<file path="config.mk">
export PLATFORM = sky130hd
export DESIGN_NAME = grid_mesh_triangle_indexer
export DESIGN_NICKNAME = d
export VERILOG_FILES = /design/src/gmti_pkg.sv /design/src/gmti_ram.sv /design/src/grid_mesh_triangle_indexer.sv
export SDC_FILE = /design/constraint.sdc
export NUM_CORES = 2
export LEC_CHECK = 0
export BUFFER_PORTS_ARGS = -buffer_cell sky130_fd_sc_hd__buf_2
export CORE_MARGIN = 5
export CORE_UTILIZATION = 30
export CTS_CLUSTER_SIZE = 28
export DETAILED_ROUTE_END_ITERATION = 10
export HOLD_SLACK_MARGIN = 0.03
export PLACE_DENSITY = 0.47
export SYNTH_ARGS = -nofsm -noshare
export SYNTH_HDL_FRONTEND = slang
export SYNTH_SLANG_ARGS = --single-unit
</file>
<file path="constraint.sdc">
create_clock -name i_clk -period 71.6 [get_ports i_clk]
set_input_delay 7.16 -clock i_clk [delete_from_list [all_inputs] [get_ports i_clk]]
set_output_delay 7.16 -clock i_clk [all_outputs]
set_load 0.05 [all_outputs]
</file>
<file path="src/gmti_pkg.sv">
// Shared constants for the grid mesh triangle indexer.
`default_nettype none
package gmti_pkg;
    localparam int MAX_COLUMNS_DEF = 1024;
    localparam int MAX_ROWS_DEF = 1024;
    localparam int HEIGHT_W = 32;
    localparam int IDX_W = 20;
    localparam int CFG_W = 11;
    localparam int CFG_IDX_W = 2;
    localparam int MIN_SIZE = 2;

    localparam logic [CFG_IDX_W-1:0] REG_COLUMNS = 2'd0;
    localparam logic [CFG_IDX_W-1:0] REG_ROWS = 2'd1;
    localparam logic [CFG_IDX_W-1:0] REG_CHECK = 2'd2;

    localparam logic [7:0] EXP_ALL_ONES = 8'hFF;
    localparam logic [22:0] MAN_ZERO = 23'd0;
endpackage
`default_nettype wire

</file>
<file path="src/gmti_ram.sv">
// Generic single-address RAM with read-before-write and a registered read.
`default_nettype none
module gmti_ram #(
    parameter int WIDTH = 1,
    parameter int DEPTH = 2
) (
    input  wire logic                     i_clk,
    input  wire logic                     i_we,
    input  wire logic                     i_re,
    input  wire logic [$clog2(DEPTH)-1:0] i_addr,
    input  wire logic [WIDTH-1:0]         i_wdata,
    output logic      [WIDTH-1:0]         o_rdata
);
    logic [WIDTH-1:0] r_mem [DEPTH];

    always_ff @(posedge i_clk) begin
        if (i_re) begin
            o_rdata <= r_mem[i_addr];
        end
        if (i_we) begin
            r_mem[i_addr] <= i_wdata;
        end
    end
endmodule
`default_nettype wire

</file>
<file path="src/grid_mesh_triangle_indexer.sv">
// Top level of the grid mesh triangle indexer.
`default_nettype none
// Height samples arrive in raster order, one request per sample; a NaN sample
// is missing. Each sample that closes a grid cell gives up to two triangles
// of linear vertex indices, the last one of a sample flagged by last_of_run.
// A sample is accepted every cycle unless the output stalls or it gives two
// triangles, holding the input until both load: the output register takes one
// triangle per cycle. A RAM read and written at each accepted sample's column
// holds the prior row's valid bits; it needs no reset. Configuration writes
// are always ready; the user makes them while idle, not enforced by the block.
module grid_mesh_triangle_indexer #(
    parameter int MAX_COLUMNS = gmti_pkg::MAX_COLUMNS_DEF,
    parameter int MAX_ROWS = gmti_pkg::MAX_ROWS_DEF
) (
    input  wire logic                           i_clk,
    input  wire logic                           i_rst_n,
    input  wire logic                           i_cfg_valid,
    output logic                                o_cfg_ready,
    input  wire logic [gmti_pkg::CFG_IDX_W-1:0] i_cfg_index,
    input  wire logic [gmti_pkg::CFG_W-1:0]     i_cfg_data,
    input  wire logic                           i_in_valid,
    output logic                                o_in_stall,
    input  wire logic [gmti_pkg::HEIGHT_W-1:0]  i_height_bits,
    output logic                                o_out_valid,
    input  wire logic                           i_out_stall,
    output logic      [gmti_pkg::IDX_W-1:0]     o_vertex_a,
    output logic      [gmti_pkg::IDX_W-1:0]     o_vertex_b,
    output logic      [gmti_pkg::IDX_W-1:0]     o_vertex_c,
    output logic                                o_last_of_run
);
    import gmti_pkg::*;

    localparam int CW = $clog2(MAX_COLUMNS);
    localparam int RW = $clog2(MAX_ROWS);
    localparam int LW = (CW + 1 > CFG_W) ? CW + 1 : CFG_W;
    localparam int LRW = (RW + 1 > CFG_W) ? RW + 1 : CFG_W;

    typedef struct packed {
        logic             close;
        logic             left;
        logic             cur;
        logic [IDX_W-1:0] ul;
        logic [IDX_W-1:0] ll;
        logic [IDX_W-1:0] lr;
        logic [IDX_W-1:0] ur;
    } t_cell;

    logic [CFG_W-1:0] r_columns;
    logic [CFG_W-1:0] r_rows;
    logic             r_check;

    logic [CW-1:0]    r_col;
    logic [RW-1:0]    r_row;
    logic [IDX_W-1:0] r_idx;
    logic             r_left;
    logic             r_ul_valid;

    logic             r_s1_valid;
    logic             r_phase;
    t_cell            r_s1;
    t_cell            n_s1;

    logic             r_out_valid;
    logic [IDX_W-1:0] r_va;
    logic [IDX_W-1:0] r_vb;
    logic [IDX_W-1:0] r_vc;
    logic             r_last;

    logic [LW-1:0]    w_cols_ext;
    logic [LW-1:0]    w_ncol;
    logic [LRW-1:0]   w_rows_ext;
    logic [LRW-1:0]   w_nrow;
    logic             w_cur;
    logic             w_accept;
    logic             w_above;
    logic             w_col_wrap;
    logic             w_row_wrap;
    logic             w_t1;
    logic             w_t2;
    logic             w_emit;
    logic             w_sel2;
    logic             w_last;
    logic             w_fin;
    logic             w_load_ok;
    logic             w_done;

    assign o_cfg_ready = 1'b1;

    always_ff @(posedge i_clk) begin
        if (!i_rst_n) begin
            r_columns <= CFG_W'(MIN_SIZE);
            r_rows <= CFG_W'(MIN_SIZE);
            r_check <= 1'b1;
        end else if (i_cfg_valid) begin
            unique case (i_cfg_index)
                REG_COLUMNS: r_columns <= i_cfg_data;
                REG_ROWS: r_rows <= i_cfg_data;
                REG_CHECK: r_check <= i_cfg_data[0];
                default: begin
                end
            endcase
        end
    end

    always_comb begin
        w_cols_ext = LW'(r_columns);
        priority if (w_cols_ext < LW'(MIN_SIZE)) begin
            w_ncol = LW'(MIN_SIZE);
        end else if (w_cols_ext > LW'(MAX_COLUMNS)) begin
            w_ncol = LW'(MAX_COLUMNS);
        end else begin
            w_ncol = w_cols_ext;
        end
        w_rows_ext = LRW'(r_rows);
        priority if (w_rows_ext < LRW'(MIN_SIZE)) begin
            w_nrow = LRW'(MIN_SIZE);
        end else if (w_rows_ext > LRW'(MAX_ROWS)) begin
            w_nrow = LRW'(MAX_ROWS);
        end else begin
            w_nrow = w_rows_ext;
        end
    end

    assign w_cur = !((i_height_bits[30:23] == EXP_ALL_ONES) &&
                     (i_height_bits[22:0] != MAN_ZERO));
    assign w_col_wrap = (LW'(r_col) + LW'(1)) >= w_ncol;
    assign w_row_wrap = (LRW'(r_row) + LRW'(1)) >= w_nrow;

    always_comb begin
        n_s1.close = (r_row != '0) && (r_col != '0);
        n_s1.left = r_left;
        n_s1.cur = w_cur;
        n_s1.lr = r_idx;
        n_s1.ll = r_idx - IDX_W'(1);
        n_s1.ur = r_idx - IDX_W'(w_ncol);
        n_s1.ul = r_idx - IDX_W'(w_ncol) - IDX_W'(1);
    end

    gmti_ram #(
        .WIDTH(1),
        .DEPTH(MAX_COLUMNS)
    ) u_row_ram (
        .i_clk  (i_clk),
        .i_we   (w_accept),
        .i_re   (w_accept),
        .i_addr (r_col),
        .i_wdata(w_cur),
        .o_rdata(w_above)
    );

    assign w_t1 = r_s1.close && (!r_check || (r_ul_valid && r_s1.left && r_s1.cur));
    assign w_t2 = r_s1.close && (!r_check || (r_ul_valid && r_s1.cur && w_above));

    always_comb begin
        if (r_phase) begin
            w_emit = 1'b1;
            w_sel2 = 1'b1;
            w_last = 1'b1;
            w_fin = 1'b1;
        end else begin
            w_emit = w_t1 || w_t2;
            w_sel2 = !w_t1;
            w_last = !(w_t1 && w_t2);
            w_fin = !(w_t1 && w_t2);
        end
    end

    assign w_load_ok = !r_out_valid || !i_out_stall;
    assign w_done = r_s1_valid && (!w_emit || w_load_ok) && w_fin;
    assign o_in_stall = r_s1_valid && !w_done;
    assign w_accept = i_in_valid && !o_in_stall;

    always_ff @(posedge i_clk) begin
        if (!i_rst_n) begin
            r_col <= '0;
            r_row <= '0;
            r_idx <= '0;
            r_left <= 1'b0;
        end else if (w_accept) begin
            r_left <= w_cur;
            if (w_col_wrap) begin
                r_col <= '0;
                if (w_row_wrap) begin
                    r_row <= '0;
                    r_idx <= '0;
                end else begin
                    r_row <= r_row + RW'(1);
                    r_idx <= r_idx + IDX_W'(1);
                end
            end else begin
                r_col <= r_col + CW'(1);
                r_idx <= r_idx + IDX_W'(1);
            end
        end
    end

    always_ff @(posedge i_clk) begin
        if (w_accept) begin
            r_s1 <= n_s1;
        end
    end

    always_ff @(posedge i_clk) begin
        if (!i_rst_n) begin
            r_s1_valid <= 1'b0;
            r_phase <= 1'b0;
            r_ul_valid <= 1'b0;
        end else begin
            if (w_done) begin
                r_ul_valid <= w_above;
                r_phase <= 1'b0;
            end else if (r_s1_valid && w_emit && w_load_ok) begin
                r_phase <= 1'b1;
            end
            if (w_accept) begin
                r_s1_valid <= 1'b1;
            end else if (w_done) begin
                r_s1_valid <= 1'b0;
            end
        end
    end

    always_ff @(posedge i_clk) begin
        if (!i_rst_n) begin
            r_out_valid <= 1'b0;
        end else if (r_s1_valid && w_emit && w_load_ok) begin
            r_out_valid <= 1'b1;
        end else if (!i_out_stall) begin
            r_out_valid <= 1'b0;
        end
    end

    always_ff @(posedge i_clk) begin
        if (r_s1_valid && w_emit && w_load_ok) begin
            r_va <= r_s1.ul;
            r_vb <= w_sel2 ? r_s1.lr : r_s1.ll;
            r_vc <= w_sel2 ? r_s1.ur : r_s1.lr;
            r_last <= w_last;
        end
    end

    assign o_out_valid = r_out_valid;
    assign o_vertex_a = r_va;
    assign o_vertex_b = r_vb;
    assign o_vertex_c = r_vc;
    assign o_last_of_run = r_last;

`ifndef ASSERT_OFF
    a_phase_has_item: assert property (@(posedge i_clk) disable iff (!i_rst_n)
        r_phase |-> r_s1_valid)
        else $error("Second triangle pending without a sample in flight.");

    a_pair_follows: assert property (@(posedge i_clk) disable iff (!i_rst_n)
        (o_out_valid && !i_out_stall && !o_last_of_run) |=> (o_out_valid && o_last_of_run))
        else $error("First triangle of a pair was not followed by the closing one.");

    a_free_when_empty: assert property (@(posedge i_clk) disable iff (!i_rst_n)
        !r_s1_valid |-> !o_in_stall)
        else $error("Input stalled with no sample in flight.");

    a_col_range: assert property (@(posedge i_clk) disable iff (!i_rst_n)
        (LW'(r_col) < LW'(MAX_COLUMNS)))
        else $error("Column counter beyond the line buffer depth.");
`endif
endmodule
`default_nettype wire
</file>
==> impl_metrics.yaml <==
status:
  run_status: "finished, final reports clean"
timing:
  postLayoutSetupSlackWorst_ns: 55.79
  timing_max_transition_violations_final: 0
  worst_hold_slack_ns: 0.419
  tmin_final_ns: 15.81
  fin_worst_skew_ns: 0.0249
  finalSetupViolations: 0
  final_report_hold_violation_count: 0
  max_slew.worst_pin.slew_ns: 1.20
  unrepaired_setup_endpoints_after_global_routing: "false"
  accumulated_negative_setup_slack_ns: 0
  worst_case_headroom_to_the_max_slew_limit_pct: 19.6
  post-route-period-util_pct: 22.1
  max_freq_mhz: 63.3
critical_path:
  timing.critical_path.fanout_max: 5
  critPathLaunch: "i_out_stall"
  timing.critical_path.from_type: "input pin"
  worst_setup_path_class: "input pin to output port"
  worstPathRequired_ns: 64.44
  cpMostUsedCell: "sky130_fd_sc_hd__buf_2"
  timing.critical_path.cells: "buf_2 -> nand2_1 -> o21bai_1 -> a21boi_1 -> buf_2"
  crit_family: "compound AO/OA/AOI/OAI gates"
  regToRegStartpoint: "r_col[0]$_SDFFE_PN0P_"
  crit_path_end_kind: "output port"
  max_stage_delay_ns: 0.70
  reg2reg_slack_ns: 65.73
  worst-path-buf-inv: 2
  reg2reg_to: "u_row_ram.o_rdata$_DFFE_PP_"
  ff2ff_path_depth: 11
  crit_path_top_delay_cell: "sky130_fd_sc_hd__a21boi_1"
  data_arrival_critical_path_ns: 8.65
floorplan:
  design.portCount: 114
  floorplan.core_area_um2: 181000
  chipWidth_um: 436
  initial_standard_cell_utilization_of_the_core_pct: 30.1
  die-height_um: 436
  die_area_um2: 190000
  rows: 156
clock_tree:
  path_clk_slew_ns: 0.06
  cts_hold_repair.buffers: 0
  post_cts.resized_instances: 0
  insertion_delay_ns: 0.79
  root_buffer: "sky130_fd_sc_hd__clkbuf_16"
  cts-buffers-inserted: 140
  post-cts-setup-buffers: 0
  h-tree-depth: 4
  cts_max_path_buffers: 3
  clock_sinks: 1237
  clock_tree_from_tritoncts: "yes"
route:
  remaining_drc_errors: 0
  vias_per_cell: 5.11
  drt-total-wl_um: 172000
  avgRoutedWirePerCell_um: 25.6
  drtAntennaViolNets: 0
  detail_route.first_pass.iterations: 5
  detailedRoute.firstIterationViolations: 2898
  vias: 34267
min_path:
  timing.hold.worst_endpoint: "o_vertex_a[2]$_DFFE_PP_"
  worstHoldPathType: "flip-flop to flip-flop"
  hold_crit_start: "r_s1[62]$_DFFE_PP_"
  hold_depth: 0
cells_and_area:
  area.growth.synth_to_final_pct: 13.8
  layout.cells.most_common_list: "sky130_fd_sc_hd__edfxtp_1, sky130_fd_sc_hd__nor2_1, sky130_fd_sc_hd__mux2i_1"
  final_cell_count_no_fill: 6703
  final_common_cell: "sky130_fd_sc_hd__edfxtp_1"
  layout.nets: 4316
  num_antenna_cells: 0
  layout-drive-gt1-share_pct: 13.3
  postLayoutCellArea_um2: 61900
synthesis:
  area_fraction_of_the_dominant_cell_type_after_synthesis_pct: 64.5
  top_ff_cell_synth: "sky130_fd_sc_hd__edfxtp_1"
  synth_top_cell_by_area: "sky130_fd_sc_hd__edfxtp_1"
  synthesis.yosys.warnings: 0
  synthesis.nets: 4278
  fraction_of_the_yosys_area_taken_by_sequential_cells_pct: 67.0
  postSynthAreaPerCell_um2: 13.0
  ys_seq_elements: 1237
  number_of_enable_flip_flop_cells_after_synthesis: 1169
  ys_top_cells_by_area: "sky130_fd_sc_hd__edfxtp_1, sky130_fd_sc_hd__mux2i_1, sky130_fd_sc_hd__nor2_1"
  synthArstFlopShare_pct: 0
  instance_count_of_the_mapped_netlist: 4185
  mapped_area_um2: 54400
  synth.lib_cells_used.distinct: 89
global_route:
  gr-usage-all-layers_pct: 17.5
  grt_remaining_overflow: 0
  grt_start_max_net_pins: 120
  first_global_vias: 33459
  grt_antenna_before_repair: 3
  grt_pass1_wl_um: 243000
placed_design:
  cell_area_after_placement_um2: 57600
  numPlacedInstances: 6451
  placement.setup.worst_slack_ns: 55.84
  dpl.hpwl_um: 98000
  gpl.final_weighted_congestion: 0.803
  placement.io_buffers: 111
power_and_ir_drop:
  static-leakage-power_nw: 20.7
  max-vdd-ir-drop_uv: 19.8
  cellPowerDensity_nw_per_um2: 25.0
flow_run:
  timing.max_cap.violations: 0
area by class of cell:
type                            count  area [um2]
Sequential cell                  1237       36500
Multi-Input combinational cell   2584       16600
Inverter                           33         129
Tap cell                         2370        2970
Clock inverter                     70         568
Clock buffer                      182        3770
Fill cell                       17679      119000
Timing Repair Buffer              227        1460
synthesized netlist by cell type (all sizes together) (9+ instances only):
master / instances
nor3: 25
a211oi: 11
mux2: 46
buf: 132
and3: 22
and2: 11
nand3: 75
nor2b: 17
o21ai: 37
xor2: 47
a21oi: 33
mux4: 52
nand2: 141
or4: 14
clkbuf: 199
nand4: 13
xnor2: 39
a21o: 10
mux2i: 435
ha: 42
or3: 10
nor2: 1137
edfxtp: 1169
o22ai: 191
o211ai: 9
nor4: 54
dfxtp: 68
inv: 29
where the power goes:
group | switching, W | total, W | internal, W
logic | 0.0000448 | 0.0000680 | 0.0000232
clock network | 0.000296 | 0.000691 | 0.000395
registers | 0.00000241 | 0.000791 | 0.000789
total | 0.000343 | 0.00155 | 0.00121
how the worst max path moves through the flow:
stage	to	cells after the start
2_1_floorplan	r_s1[80]$_DFFE_PP_	3
3_3_place_gp	o_in_stall	5
3_5_place_dp	o_in_stall	5
4_1_cts	o_in_stall	5
5_1_grt	o_in_stall	5
6_report	o_in_stall	5
flip-flops by register name, summed over array words and instances (netlist names), 11 cells and up:
name	cells
u_row_ram.r_mem	1024
r_s1	83
o_vertex_a	20
o_vertex_b	20
r_columns	11
r_rows	11
r_idx	20
o_vertex_c	20
per-stage QoR:
stage	power, W	utilization, %
2_1_floorplan	0.000853	-
3_3_place_gp	0.000875	31.9
3_5_place_dp	0.000875	31.9
4_1_cts	0.00157	34.3
5_1_grt	0.00160	34.3
6_report	0.00155	34.3
logic make-up (layout without fill, tap and decap cells):
logic type / Yosys count / count (layout) / synth area share [%]
AO/OA/AOI/OAI: 354 / 354 / 4.34
XOR/XNOR: 86 / 86 / 1.38
adder cells (fa/ha/maj): 43 / 43 / 1.00
buffers and inverters: 364 / 512 / 2.87
flip-flops: 1237 / 1237 / 67.0
multiplexers: 533 / 533 / 11.1
other: 1 / 1 / 0.00689
AND/OR/NAND/NOR: 1567 / 1567 / 12.3
metal layers:
layer / part of all wire, % / global-route usage, % / vias up
li1: - / - / 15347
met1: 44 / 23.4 / 17709
met2: 48 / 29.5 / 957
met3: 5.1 / 2.75 / 254
met4: 2.9 / 5.34 / 0
met5: 0 / 0 / -
Note: power is estimated with default switching activity, not from simulation.
